File: src/sv/hkr_pkg.sv
// Shared types, constants and the usage translation table for the keyboard report block.
`timescale 1ns / 1ps

package hkr_pkg;

    // Number of key slot fields carried in one report item
    localparam int MAX_SLOTS          = 5;
    localparam int KEY_SLOTS_DEFAULT  = 5;
    localparam int MOD_COUNT          = 8;
    localparam int EV_COUNT_DEFAULT   = MOD_COUNT + 2 * KEY_SLOTS_DEFAULT;

    localparam logic       EV_PRESS   = 1'b0;
    localparam logic       EV_RELEASE = 1'b1;
    localparam logic [7:0] NO_KEY     = 8'hff;
    localparam logic [7:0] EMPTY_SLOT = 8'h00;
    localparam logic [7:0] ROM_SPAN   = 8'd112;

    typedef struct packed {
        logic [7:0] modifier_bits;
        logic [7:0] key_slot_0;
        logic [7:0] key_slot_1;
        logic [7:0] key_slot_2;
        logic [7:0] key_slot_3;
        logic [7:0] key_slot_4;
        logic [7:0] check_byte;
    } report_t;

    typedef struct packed {
        logic       event_kind;
        logic [7:0] key_code;
        logic       last_event;
    } key_event_t;

    // What one slot lane found: a press for its new usage, a release for its old one
    typedef struct packed {
        logic       press_valid;
        logic [7:0] press_code;
        logic       release_valid;
        logic [7:0] release_code;
    } lane_result_t;

    // Modifier scan order: lshift, lctrl, lmeta, lalt, ralt, rmeta, rctrl, rshift
    localparam logic [7:0] MOD_MASK [0:MOD_COUNT-1] = '{
        8'h02, 8'h01, 8'h08, 8'h04, 8'h40, 8'h80, 8'h10, 8'h20
    };
    localparam logic [7:0] MOD_CODE [0:MOD_COUNT-1] = '{
        8'd42, 8'd29, 8'd125, 8'd56, 8'd100, 8'd126, 8'd97, 8'd54
    };

    localparam logic [7:0] USAGE_ROM [0:111] = '{
        8'hff, 8'hff, 8'hff, 8'hff, 8'h1e, 8'h30, 8'h2e, 8'h20,
        8'h12, 8'h21, 8'h22, 8'h23, 8'h17, 8'h24, 8'h25, 8'h26,
        8'h32, 8'h31, 8'h18, 8'h19, 8'h10, 8'h13, 8'h1f, 8'h14,
        8'h16, 8'h2f, 8'h11, 8'h2d, 8'h15, 8'h2c, 8'h02, 8'h03,
        8'h04, 8'h05, 8'h06, 8'h07, 8'h08, 8'h09, 8'h0a, 8'h0b,
        8'h1c, 8'h01, 8'h0e, 8'h0f, 8'h39, 8'hff, 8'h2b, 8'h1a,
        8'h1b, 8'hff, 8'h2b, 8'h27, 8'h28, 8'hff, 8'h33, 8'h34,
        8'h35, 8'hff, 8'hff, 8'hff, 8'hff, 8'hff, 8'hff, 8'hff,
        8'hff, 8'hff, 8'hff, 8'hff, 8'hff, 8'hff, 8'hff, 8'hff,
        8'hff, 8'hff, 8'hff, 8'hff, 8'hff, 8'hff, 8'hff, 8'hff,
        8'hff, 8'hff, 8'hff, 8'hff, 8'h62, 8'hff, 8'h4a, 8'hff,
        8'h60, 8'h4f, 8'h50, 8'h51, 8'h4b, 8'h4c, 8'h4e, 8'h47,
        8'h48, 8'h49, 8'h52, 8'h53, 8'h56, 8'hff, 8'hff, 8'h49,
        8'hff, 8'hff, 8'hff, 8'hff, 8'hff, 8'hff, 8'hff, 8'hff
    };

    function automatic logic [7:0] translate(input logic [7:0] usage);
        logic [7:0] code;
        code = NO_KEY;
        if (usage < ROM_SPAN) begin
            code = USAGE_ROM[usage[6:0]];
        end
        return code;
    endfunction

endpackage

File: src/sv/hid_keyboard_report_to_key_events_top.sv
// Top level: turns boot keyboard reports into ordered key press and release items.
`timescale 1ns / 1ps

// Path: a report's events are registered in the pending event buffer, then moved one at a time
//   into the single output register that drives m_data.
// Throughput: one event item per cycle while m_ready is high; a report with N events (N up to
//   8 + 2*slots, 18 by default) holds the input while the single output register drains the
//   pending event buffer. The next report is taken as the last event leaves.
// Reset (aresetn low, synchronous): clear stored modifiers and keys, drop pending events.

module hid_keyboard_report_to_key_events_top #(
    parameter int KEY_SLOTS = hkr_pkg::KEY_SLOTS_DEFAULT
) (
    input  logic                aclk,
    input  logic                aresetn,
    input  logic                s_valid,
    output logic                s_ready,
    input  hkr_pkg::report_t    s_data,
    output logic                m_valid,
    input  logic                m_ready,
    output hkr_pkg::key_event_t m_data
);

    // Only the first slots are looked at; the report carries at most MAX_SLOTS
    localparam int SLOT_USED = (KEY_SLOTS > hkr_pkg::MAX_SLOTS) ? hkr_pkg::MAX_SLOTS :
                               ((KEY_SLOTS < 1) ? 1 : KEY_SLOTS);
    localparam int MODS      = hkr_pkg::MOD_COUNT;
    localparam int EV_COUNT  = MODS + 2 * SLOT_USED;

    logic [7:0]                    prev_mods_reg;
    logic [7:0]                    prev_mods_next;
    logic [SLOT_USED-1:0][7:0]     prev_keys_reg;
    logic [SLOT_USED-1:0][7:0]     prev_keys_next;

    logic [hkr_pkg::MAX_SLOTS-1:0][7:0] all_keys;
    logic [SLOT_USED-1:0][7:0]     new_keys;
    logic                          accept;
    logic                          report_ok;
    logic                          merge_ready;

    hkr_pkg::lane_result_t         lane_res [SLOT_USED];
    logic [EV_COUNT-1:0]           ev_valid;
    logic [EV_COUNT-1:0]           ev_kind;
    logic [EV_COUNT-1:0][7:0]      ev_code;

    assign all_keys = {s_data.key_slot_4, s_data.key_slot_3, s_data.key_slot_2,
                       s_data.key_slot_1, s_data.key_slot_0};
    assign new_keys = all_keys[SLOT_USED-1:0];

    assign s_ready   = merge_ready;
    assign accept    = s_valid && merge_ready;
    assign report_ok = (s_data.check_byte == 8'h00);

    // Modifier edges: press when the bit rose, release when it fell
    for (genvar m = 0; m < MODS; m++) begin : g_mod
        assign ev_valid[m] = report_ok && (((s_data.modifier_bits ^ prev_mods_reg)
                                            & hkr_pkg::MOD_MASK[m]) != 8'h00);
        assign ev_kind[m]  = ((prev_mods_reg & hkr_pkg::MOD_MASK[m]) != 8'h00) ?
                             hkr_pkg::EV_RELEASE : hkr_pkg::EV_PRESS;
        assign ev_code[m]  = hkr_pkg::MOD_CODE[m];
    end

    // One lane per key slot; presses fill the middle of the vector, releases the top
    for (genvar g = 0; g < SLOT_USED; g++) begin : g_lane
        hkr_lane #(
            .SLOTS (SLOT_USED),
            .LANE  (g)
        ) u_lane (
            .new_keys  (new_keys),
            .prev_keys (prev_keys_reg),
            .result    (lane_res[g])
        );

        assign ev_valid[MODS + g]             = report_ok && lane_res[g].press_valid;
        assign ev_kind[MODS + g]              = hkr_pkg::EV_PRESS;
        assign ev_code[MODS + g]              = lane_res[g].press_code;
        assign ev_valid[MODS + SLOT_USED + g] = report_ok && lane_res[g].release_valid;
        assign ev_kind[MODS + SLOT_USED + g]  = hkr_pkg::EV_RELEASE;
        assign ev_code[MODS + SLOT_USED + g]  = lane_res[g].release_code;
    end

    hkr_merge #(
        .EV_COUNT (EV_COUNT)
    ) u_merge (
        .aclk     (aclk),
        .aresetn  (aresetn),
        .load     (accept),
        .ev_valid (ev_valid),
        .ev_kind  (ev_kind),
        .ev_code  (ev_code),
        .in_ready (merge_ready),
        .m_valid  (m_valid),
        .m_ready  (m_ready),
        .m_data   (m_data)
    );

    // Advance the stored report only on a good item; hold it across a bad one
    always_comb begin
        prev_mods_next = prev_mods_reg;
        prev_keys_next = prev_keys_reg;
        if (accept && report_ok) begin
            prev_mods_next = s_data.modifier_bits;
            prev_keys_next = new_keys;
        end
    end

    always_ff @(posedge aclk) begin
        if (!aresetn) begin
            prev_mods_reg <= '0;
            prev_keys_reg <= '0;
        end else begin
            prev_mods_reg <= prev_mods_next;
            prev_keys_reg <= prev_keys_next;
        end
    end

`ifndef SYNTHESIS
    // A bad report leaves the stored state untouched
    a_bad_report_holds: assert property (@(posedge aclk) disable iff (!aresetn)
        (s_valid && s_ready && (s_data.check_byte != 8'h00))
        |=> ($stable(prev_mods_reg) && $stable(prev_keys_reg)))
        else $error("stored state changed on a bad report");

    // While a non-final event is stalled, more events wait, so no new report is taken
    a_no_accept_mid_report: assert property (@(posedge aclk) disable iff (!aresetn)
        (m_valid && !m_data.last_event && !m_ready) |-> !s_ready)
        else $error("report taken while events of the previous one remain");

    // Reset drops the output
    a_reset_clears_out: assert property (@(posedge aclk)
        !aresetn |=> !m_valid)
        else $error("output valid after reset");
`endif

endmodule

File: src/sv/hkr_lane.sv
// One key slot lane: finds the press of its new usage and the release of its old usage.
`timescale 1ns / 1ps

module hkr_lane #(
    parameter int SLOTS = hkr_pkg::KEY_SLOTS_DEFAULT,
    parameter int LANE  = 0
) (
    input  logic [SLOTS-1:0][7:0] new_keys,
    input  logic [SLOTS-1:0][7:0] prev_keys,
    output hkr_pkg::lane_result_t result
);

    logic       held_new;
    logic       held_old;
    logic [7:0] press_code;
    logic [7:0] release_code;

    always_comb begin
        held_new = 1'b0;
        held_old = 1'b0;
        for (int j = 0; j < SLOTS; j++) begin
            if (prev_keys[j] == new_keys[LANE]) begin
                held_new = 1'b1;
            end
            if (new_keys[j] == prev_keys[LANE]) begin
                held_old = 1'b1;
            end
        end
    end

    assign press_code   = hkr_pkg::translate(new_keys[LANE]);
    assign release_code = hkr_pkg::translate(prev_keys[LANE]);

    assign result.press_valid   = (new_keys[LANE] != hkr_pkg::EMPTY_SLOT) && !held_new
                                  && (press_code != hkr_pkg::NO_KEY);
    assign result.press_code    = press_code;
    assign result.release_valid = (prev_keys[LANE] != hkr_pkg::EMPTY_SLOT) && !held_old
                                  && (release_code != hkr_pkg::NO_KEY);
    assign result.release_code  = release_code;

endmodule

File: src/sv/hkr_merge.sv
// Pending event buffer and output register: drains all events in order, one per cycle unless m_ready stalls it.
`timescale 1ns / 1ps

module hkr_merge #(
    parameter int EV_COUNT = hkr_pkg::EV_COUNT_DEFAULT
) (
    input  logic                      aclk,
    input  logic                      aresetn,
    input  logic                      load,
    input  logic [EV_COUNT-1:0]       ev_valid,
    input  logic [EV_COUNT-1:0]       ev_kind,
    input  logic [EV_COUNT-1:0][7:0]  ev_code,
    output logic                      in_ready,
    output logic                      m_valid,
    input  logic                      m_ready,
    output hkr_pkg::key_event_t       m_data
);

    logic [EV_COUNT-1:0]      pend_mask_reg;
    logic [EV_COUNT-1:0]      pend_mask_next;
    logic [EV_COUNT-1:0]      pend_kind_reg;
    logic [EV_COUNT-1:0][7:0] pend_code_reg;
    logic                     out_valid_reg;
    logic                     out_valid_next;
    hkr_pkg::key_event_t      out_data_reg;
    hkr_pkg::key_event_t      out_data_next;

    logic [EV_COUNT-1:0]      pick;
    logic [EV_COUNT-1:0]      rest;
    logic [EV_COUNT-1:0]      mask_after;
    logic [7:0]               pick_code;
    logic                     pick_kind;
    logic                     load_out;

    // Lowest pending position goes first
    assign pick = pend_mask_reg & (~pend_mask_reg + EV_COUNT'(1));
    assign rest = pend_mask_reg & ~pick;

    always_comb begin
        pick_code = '0;
        pick_kind = 1'b0;
        for (int i = 0; i < EV_COUNT; i++) begin
            pick_code = pick_code | ({8{pick[i]}} & pend_code_reg[i]);
            pick_kind = pick_kind | (pick[i] & pend_kind_reg[i]);
        end
    end

    assign load_out   = (|pend_mask_reg) && (!out_valid_reg || m_ready);
    assign mask_after = load_out ? rest : pend_mask_reg;
    assign in_ready   = (mask_after == '0);

    always_comb begin
        pend_mask_next = load ? ev_valid : mask_after;
        if (load_out) begin
            out_valid_next           = 1'b1;
            out_data_next.event_kind = pick_kind;
            out_data_next.key_code   = pick_code;
            out_data_next.last_event = (rest == '0);
        end else begin
            out_valid_next = out_valid_reg && !m_ready;
            out_data_next  = out_data_reg;
        end
    end

    always_ff @(posedge aclk) begin
        if (!aresetn) begin
            pend_mask_reg <= '0;
            out_valid_reg <= 1'b0;
        end else begin
            pend_mask_reg <= pend_mask_next;
            out_valid_reg <= out_valid_next;
        end
    end

    always_ff @(posedge aclk) begin
        if (load) begin
            pend_kind_reg <= ev_kind;
            pend_code_reg <= ev_code;
        end
        out_data_reg <= out_data_next;
    end

    assign m_valid = out_valid_reg;
    assign m_data  = out_data_reg;

endmodule
File: config.mk
export PLATFORM = sky130hd
export DESIGN_NAME = hid_keyboard_report_to_key_events_top
export DESIGN_NICKNAME = d
export VERILOG_FILES = /design/src/sv/hkr_pkg.sv /design/src/sv/hid_keyboard_report_to_key_events_top.sv /design/src/sv/hkr_lane.sv /design/src/sv/hkr_merge.sv
export SDC_FILE = /design/constraint.sdc
export NUM_CORES = 1
export LEC_CHECK = 0
export BUFFER_PORTS_ARGS = -buffer_cell sky130_fd_sc_hd__clkbuf_2
export CAP_MARGIN = 30
export CORE_MARGIN = 3
export CORE_UTILIZATION = 60
export DETAILED_ROUTE_END_ITERATION = 10
export PLACE_DENSITY = 0.78
export RECOVER_POWER = 25
export SLEW_MARGIN = 10
export SYNTH_ARGS = -nofsm -noshare
export SYNTH_HDL_FRONTEND = slang
export SYNTH_HIERARCHICAL = 1
export SYNTH_SLANG_ARGS = --single-unit
File: constraint.sdc
create_clock -name aclk -period 9.5 [get_ports aclk]
set_input_delay 1.9 -clock aclk [delete_from_list [all_inputs] [get_ports aclk]]
set_output_delay 1.9 -clock aclk [all_outputs]
set_load 0.005 [all_outputs]
# Yosys cells after proc, flatten, opt, wreduce, memory -nomap -nowiden

Memories as Yosys holds them, arrays and structs flattened.
Index checks and enable logic that the tools add are counted.

Register bits after elaboration: 165
Bits in read-only memories: 10240
Bits of input ports: 60
Output and inout bits: 12
Word-level logic and storage cells: 335
Memories: 10

$add $sub $neg: 1
Magnitude comparators: 20
Equality and inequality tests: 60
Multiplexer cells: 91
Bitwise logic cells: 62
Reduce and logical (&&, ||, !) cells: 69

Memory list:

| name             | depth | width | read ports | clocked after Yosys merged registers in | wr ports | RTL line      | source |
|---|---|---|---|---|---|---|---|
| (name not given) | 128   | 8     | 1          | 0                                       | 0        | hkr_pkg.sv:71 | `code = USAGE_ROM[usage[6:0]];` |
| (name not given) | 128   | 8     | 1          | 0                                       | 0        | hkr_pkg.sv:71 |  |
| (name not given) | 128   | 8     | 1          | 0                                       | 0        | hkr_pkg.sv:71 |  |
| (name not given) | 128   | 8     | 1          | 0                                       | 0        | hkr_pkg.sv:71 |  |
| (name not given) | 128   | 8     | 1          | 0                                       | 0        | hkr_pkg.sv:71 |  |
| (name not given) | 128   | 8     | 1          | 0                                       | 0        | hkr_pkg.sv:71 |  |
| +4 memories      | --    | --    | --         | --                                      | --       | --            |  |

Operators by type and width:

| kind                    | count |
|---|---|
| $eq A8 B8 Y1            | 50 |
| $mux W8                 | 30 |
| $and A8 B8 Y8           | 10 |
| $ge A8 B8 Y1 const B    | 10 |
| $lt A8 B7 Y1 const B    | 10 |
| $ne A8 B8 Y1 const B    | 10 |
| $not A7 Y8              | 10 |
| $or A8 B8 Y8            | 10 |
| $reduce_bool A8 Y1      | 10 |
| $mux W1                 | 59 |
| $logic_and A1 B1 Y1     | 42 |
| $and A18 B18 Y18        | 2 |
| $logic_not A18 Y1       | 2 |
| $mux W18                | 2 |
| $not A18 Y18            | 2 |
| $or A8 B7 Y8            | 4 |
| $add A18 B1 Y18 const B | 1 |
| $reduce_or A18 Y1       | 1 |
| $or A8 B6 Y8            | 2 |
| $logic_not A1 Y1        | 12 |
| $or A1 B1 Y1            | 12 |
| $and A1 B1 Y1           | 8 |
| $logic_not A8 Y1        | 1 |
| $xor A8 B8 Y8           | 1 |
| other kinds (2)         | 2 |

# Longest topological paths before layout

Depth in word-level cells: 20
Gate-level depth with buffers: 15
Gate-level depth less buffers: 12

# By module

Netlist, hierarchy kept.

Modules (own cells, without submodules):

| module                                | instances | cells each | area an instance (µm²) | sequential area each (µm²) |
|---|---|---|---|---|
| hkr_merge                             | 1         | 528        | 7559.8                 | 5545.3 |
| hkr_lane at g_lane[0].u_lane ...      | 2         | 438        | 2981.6                 | 0.0 |
| hkr_lane at g_lane[2].u_lane ...      | 2         | 421        | 2926.6                 | 0.0 |
| hkr_lane at g_lane[4].u_lane          | 1         | 439        | 3065.4                 | 0.0 |
| hid_keyboard_report_to_key_events_top | 1         | 243        | 2113.3                 | 960.9 |

# Least setup slack after synthesis

Ideal clock, no wire load.

Kind: input to register
Start point: input m_ready
End point: register prev_keys_reg[0] (netlist name)
Setup time: 0.072 ns
Arrival: 8.340 ns
Required time: 9.428 ns
Slack: 1.089 ns
Stages on the path: 12
Path buffers: 3
Cells stage by stage: nor2b_1 -> clkbuf_1 -> or3_1 -> maj3_1 -> o22ai_1 -> nand3_1 -> nor4_2 -> and2_1 -> nor3b_2 -> buf_6 -> buf_6 -> mux2i_1

Longest elaborated chain between the ends: 6

Ends and longest elaborated chain:

| what                 | RTL line                                     | source |
|---|---|---|
| from (decl)          | hid_keyboard_report_to_key_events_top.sv:20  | `input logic m_ready,` |
| $logic_or A1 B1 Y1   | hkr_merge.sv:48                              | `assign load_out = (\|pend_mask_reg) && (!out_valid_reg \|\| m_ready);` |
| $logic_and A1 B1 Y1  | hkr_merge.sv:48                              |  |
| $mux W18             | hkr_merge.sv:49                              | `assign mask_after = load_out ? rest : pend_mask_reg;` |
| $logic_not A18 Y1    | hkr_merge.sv:50                              | `assign in_ready = (mask_after == '0);` |
| via s_ready          | hid_keyboard_report_to_key_events_top.sv:17  | `output logic s_ready,` |
| $logic_and A1 B1 Y1  | hid_keyboard_report_to_key_events_top.sv:51  | `assign accept = s_valid && merge_ready;` |
| via accept           | hid_keyboard_report_to_key_events_top.sv:37  | `logic accept;` |
| $logic_and A1 B1 Y1  | hid_keyboard_report_to_key_events_top.sv:101 | `if (accept && report_ok) begin` |
| to (signal assigned) | hid_keyboard_report_to_key_events_top.sv:113 | `prev_keys_reg <= prev_keys_next;` |
| to (decl)            | hid_keyboard_report_to_key_events_top.sv:32  | `logic [SLOT_USED-1:0][7:0] prev_keys_reg;` |

The timed path passes the listed nets, and every way through them passes these cells.
A chain may end at the register's enable or synchronous reset.

# Final worst setup path

Start point: register u_merge.pend_mask_reg[0]
End point: output s_ready

Longest elaborated chain between the ends: 7
Elaborated cells on any way between the ends: 9
Classes of those cells: add/sub (1); mux (1); bitwise (4); reduce/logical (3)

Ends and longest elaborated chain:

| what                   | RTL line                                    | source |
|---|---|---|
| from (decl)            | hkr_merge.sv:19                             | `logic [EV_COUNT-1:0] pend_mask_reg;` |
| from (signal assigned) | hkr_merge.sv:70                             | `pend_mask_reg <= pend_mask_next;` |
| $not A18 Y18           | hkr_merge.sv:36                             | `assign pick = pend_mask_reg & (~pend_mask_reg + EV_COUNT'(1));` |
| $add A18 B1 Y18        | hkr_merge.sv:36                             |  |
| $and A18 B18 Y18       | hkr_merge.sv:36                             |  |
| $not A18 Y18           | hkr_merge.sv:37                             | `assign rest = pend_mask_reg & ~pick;` |
| $and A18 B18 Y18       | hkr_merge.sv:37                             |  |
| $mux W18 *             | hkr_merge.sv:49                             |  |
| $logic_not A18 Y1 *    | hkr_merge.sv:50                             |  |
| to (decl)              | hid_keyboard_report_to_key_events_top.sv:17 |  |

Every way passes the cells marked *; elsewhere a longest branch is shown, timed or not.

==> flow_metrics.tcl <==
set metrics [dict create \
    clock_path_buffers 3 \
    grt_pass1_wl_um 122000 \
    wl_met2_um 34800 \
    globalRouteOverflowTotal 0 \
    crit_chain "nor4_1 -> and4_1 -> nand2_1 -> o31ai_1 -> o211ai_1 -> nor4_2 -> clkbuf_2" \
    ff2ff_setup_slack_ps 4490 \
    finClkSkew_ps 10.6 \
    r2r_cells 10 \
    path_buf_inv 1 \
    cts_sinks 239 \
    nFillCells 3423 \
    grt_pass1_vias 21700 \
    path_class "register to output port" \
    critical-path-top-delay-family "simple AND/OR/NAND/NOR gates" \
    gp_congestion 0.945 \
    internal-power_mw 1.87 \
    final_util_pct 64.6 \
    clk_latency_ps 530 \
    final_hold_viol_count 0 \
    seqPwrFrac_pct 44.9 \
    antenna_found_initial 1 \
    holdPathStages 0 \
    drt-total-wl_um 78800 \
    drv_slew 129 \
    dp_hpwl_um 53100 \
    ys_seq_area_share_pct 26.5 \
    cp.required_ps 7600 \
    clkTransAtPathRegs_ps 60 \
    async_reset_ff_share_pct 0 \
    cp-end-kind "output port" \
    ioPinCount 72 \
    critPathMaxFanout 26 \
    hold_class "register to register" \
    finalCritPeriodShare_pct 60.7 \
    die_h_um 208 \
    fmax_ghz 0.173 \
    cpPeakStageDelay_ps 820 \
    total_power_mw 2.59 \
    maxCapViolCount 5 \
    synth_cells 2928 \
    setup-tns-final_ps 0 \
    fin_crit_ps 5760 \
    drtAntennaViolNets 0 \
    pwr-share-clk_pct 38.2 \
    finalSetupViolCount 0 \
    crit_slowest_cell "nor4_1" \
    nets 3102 \
    postCtsSetupBuffers 0 \
    via_count 23400 \
    cts_buffers 26 \
    start_util_pct 61.2 \
    die_w_um 208 \
    power_switching_mw 0.716 \
    synth_seq_cells 239 \
    yosys.area.top_type_share_pct 21.0 \
    swShare_pct 27.7 \
    cts_max_level 1 \
    r2r_start "u_merge/pend_mask_reg[0]" \
    dieArea_um2 43400 \
    start_kind "register" \
    status "complete, but fails checks" \
    syn_to_final_growth_pct 5.51 \
    port_buffers 71 \
    drive_gt1_share_pct 7.82 \
    multi_input_area_um2 16800 \
    drc 0 \
    cts-root-buf "clkbuf_16" \
    vdd_drop_max_mv 0.130 \
    cts_hold_buffers 0 \
    track_usage_pct 34.2 \
    largest_reg_flops 144 \
    num_rows 73 \
    critical_path_arrival_ps 3860 \
    wl_per_cell_um 22.7 \
    p_per_area_nw_per_um2 99.9 \
    hold_end "u_merge/pend_kind_reg[2]" \
    max_slew_margin_pct -31.3 \
    grt_start_max_net_pins 116 \
    min_from "prev_mods_reg[3]" \
    coreArea_um2 40100 \
    netlist_top_cells_area "edfxtp_1, xor2_1, xnor2_1, ha_1, dfxtp_1" \
    comb_power_share_pct 16.9 \
    top_layer_used "met5" \
    violations "max-capacitance violations, max-slew violations" \
    synth_edf_count 172 \
    p_leak_nw 9.16 \
    ctsResizeCount 0 \
    rsz0062_at_grt "false" \
    drt_iter0_drc 3219 \
    firstDrtPassIters 6 \
    via_per_inst 6.76 \
    tritoncts "yes" \
    wl_met3_um 7840 \
    synth_warnings 6 \
    synthFlopType "edfxtp_1" \
    synth_cell_types 102 \
    syn-cell-area_um2 24600 \
    seqCellArea_um2 6510 \
    syn_avg_cell_area_um2 8.39 \
    met1_length_um 32100 \
    tightest_slew_ps 1970 \
    synth.largest_area_cell "edfxtp_1" \
    worstReg2RegEnd "prev_keys_reg[26]" \
    diodes 0 \
]
[power by group through the flow]
stage	Combinational (mW)	Clock (mW)	Sequential, mW
2_1_floorplan	0.304	0	1.19
3_3_place_gp	0.406	0	1.18
3_5_place_dp	0.419	0	1.19
4_1_cts	0.421	0.988	1.16
5_1_grt	0.471	1.04	1.16
6_report	0.437	0.988	1.16
[area by class of cell]
type	count	share of cell area, %
clock buffers	33	2.94
clock inverters	15	0.348
inverters	84	1.22
multi-input cells	2445	64.7
flip-flops and latches	239	25.1
well taps	525	2.54
repair buffers	126	3.12
[layer usage]
layer  GRT usage, %  vias to the layer above
met1           47.3                    11200
met4           15.0                        2
met5              0                        -
met3           5.46                      280
met2           53.1                     1324
li1               -                    10700
[cells in the mapped netlist, types with 21 or more instances]
cell	count
buf_2	116
a31oi_1	45
buf_1	21
dfxtp_1	67
mux2i_1	86
a221oi_1	29
nor4_1	61
a311oi_1	21
nand4_1	70
nor2b_1	72
o21ai_0	165
a21oi_1	119
clkbuf_1	59
nand2_1	282
buf_4	21
xnor2_1	178
and2_1	39
xor2_1	195
nand2b_1	80
nor3_1	41
a211oi_1	30
inv_1	75
nand3_1	57
ha_1	120
nor2_1	171
edfxtp_1	172
o211ai_1	43
a22oi_1	42
[layout by cell type (no fill, tap or decap), types with 21 or more instances in the layout]
cell | Yosys | routed
nand2b_1 | 80 | 80
nor4_1 | 61 | 62
o21ai_0 | 165 | 167
ha_1 | 120 | 120
edfxtp_1 | 172 | 172
a22oi_1 | 42 | 42
a31oi_1 | 45 | 45
xor2_1 | 195 | 195
a211oi_1 | 30 | 30
conb_1 | 2 | 74
nor2_1 | 171 | 171
a21oi_1 | 119 | 119
inv_1 | 75 | 75
a311oi_1 | 21 | 21
nor2b_1 | 72 | 72
a221oi_1 | 29 | 29
buf_4 | 21 | 45
nor3_1 | 41 | 41
dfxtp_1 | 67 | 64
clkbuf_2 | 2 | 59
clkbuf_16 | 0 | 29
nand3_1 | 57 | 57
mux2i_1 | 86 | 86
xnor2_1 | 178 | 178
nand4_1 | 70 | 70
and2_1 | 39 | 38
nand2_1 | 282 | 282
o211ai_1 | 43 | 43
[cells by family (layout without fill, tap and decap cells)]
kind of cell / count (synthesis) / after routing / share of synthesized area, %
compound gates: 753 / 753 / 21.3
fa+ha+maj: 122 / 122 / 6.20
other cells: 2 / 74 / 0.0306
simple gates: 1024 / 1024 / 22.3
xor+xnor: 373 / 373 / 13.3
mux: 99 / 99 / 4.19
buf+inv: 316 / 258 / 6.21
flops: 239 / 239 / 26.5
[how the worst max path moves through the flow]
| stage | start | end | slack [ps] | cells past startpoint |
|---|---|---|---|---|
| detailed placement | m_ready | s_ready | 3910 | 8 |
| global route | u_merge/pend_mask_reg[0] | s_ready | 3440 | 7 |
| finish | u_merge/pend_mask_reg[0] | s_ready | 3740 | 7 |
| floorplan | m_ready | prev_keys_reg[0] | 1090 | 12 |
| global placement | m_ready | s_ready | 3950 | 8 |
| CTS | m_ready | s_ready | 3910 | 8 |
[worst register-to-register path, delay by kind of cell (launching register included)]
family                 cells  cell delay (ps)
AOI/OAI and AO/OA          2              530
buffers and inverters      1              650
DFF                        1              600
muxes                      1              390
and+or+nand+nor            6             2760
[stage by stage]
step | hold slack (ps) | instance area [um2] | setup slack [ps] | std cells
finish | 486 | 25900 | 3740 | 3467
global route | 498 | 25900 | 3440 | 3467
CTS | 485 | 25900 | 3910 | 3464
detailed placement | 466 | 25100 | 3910 | 3416
global placement | 443 | 25000 | 3950 | 3413
floorplan | 451 | 24800 | 1090 | 3000
No activity file was read; power rests on OpenSTA's default activity.
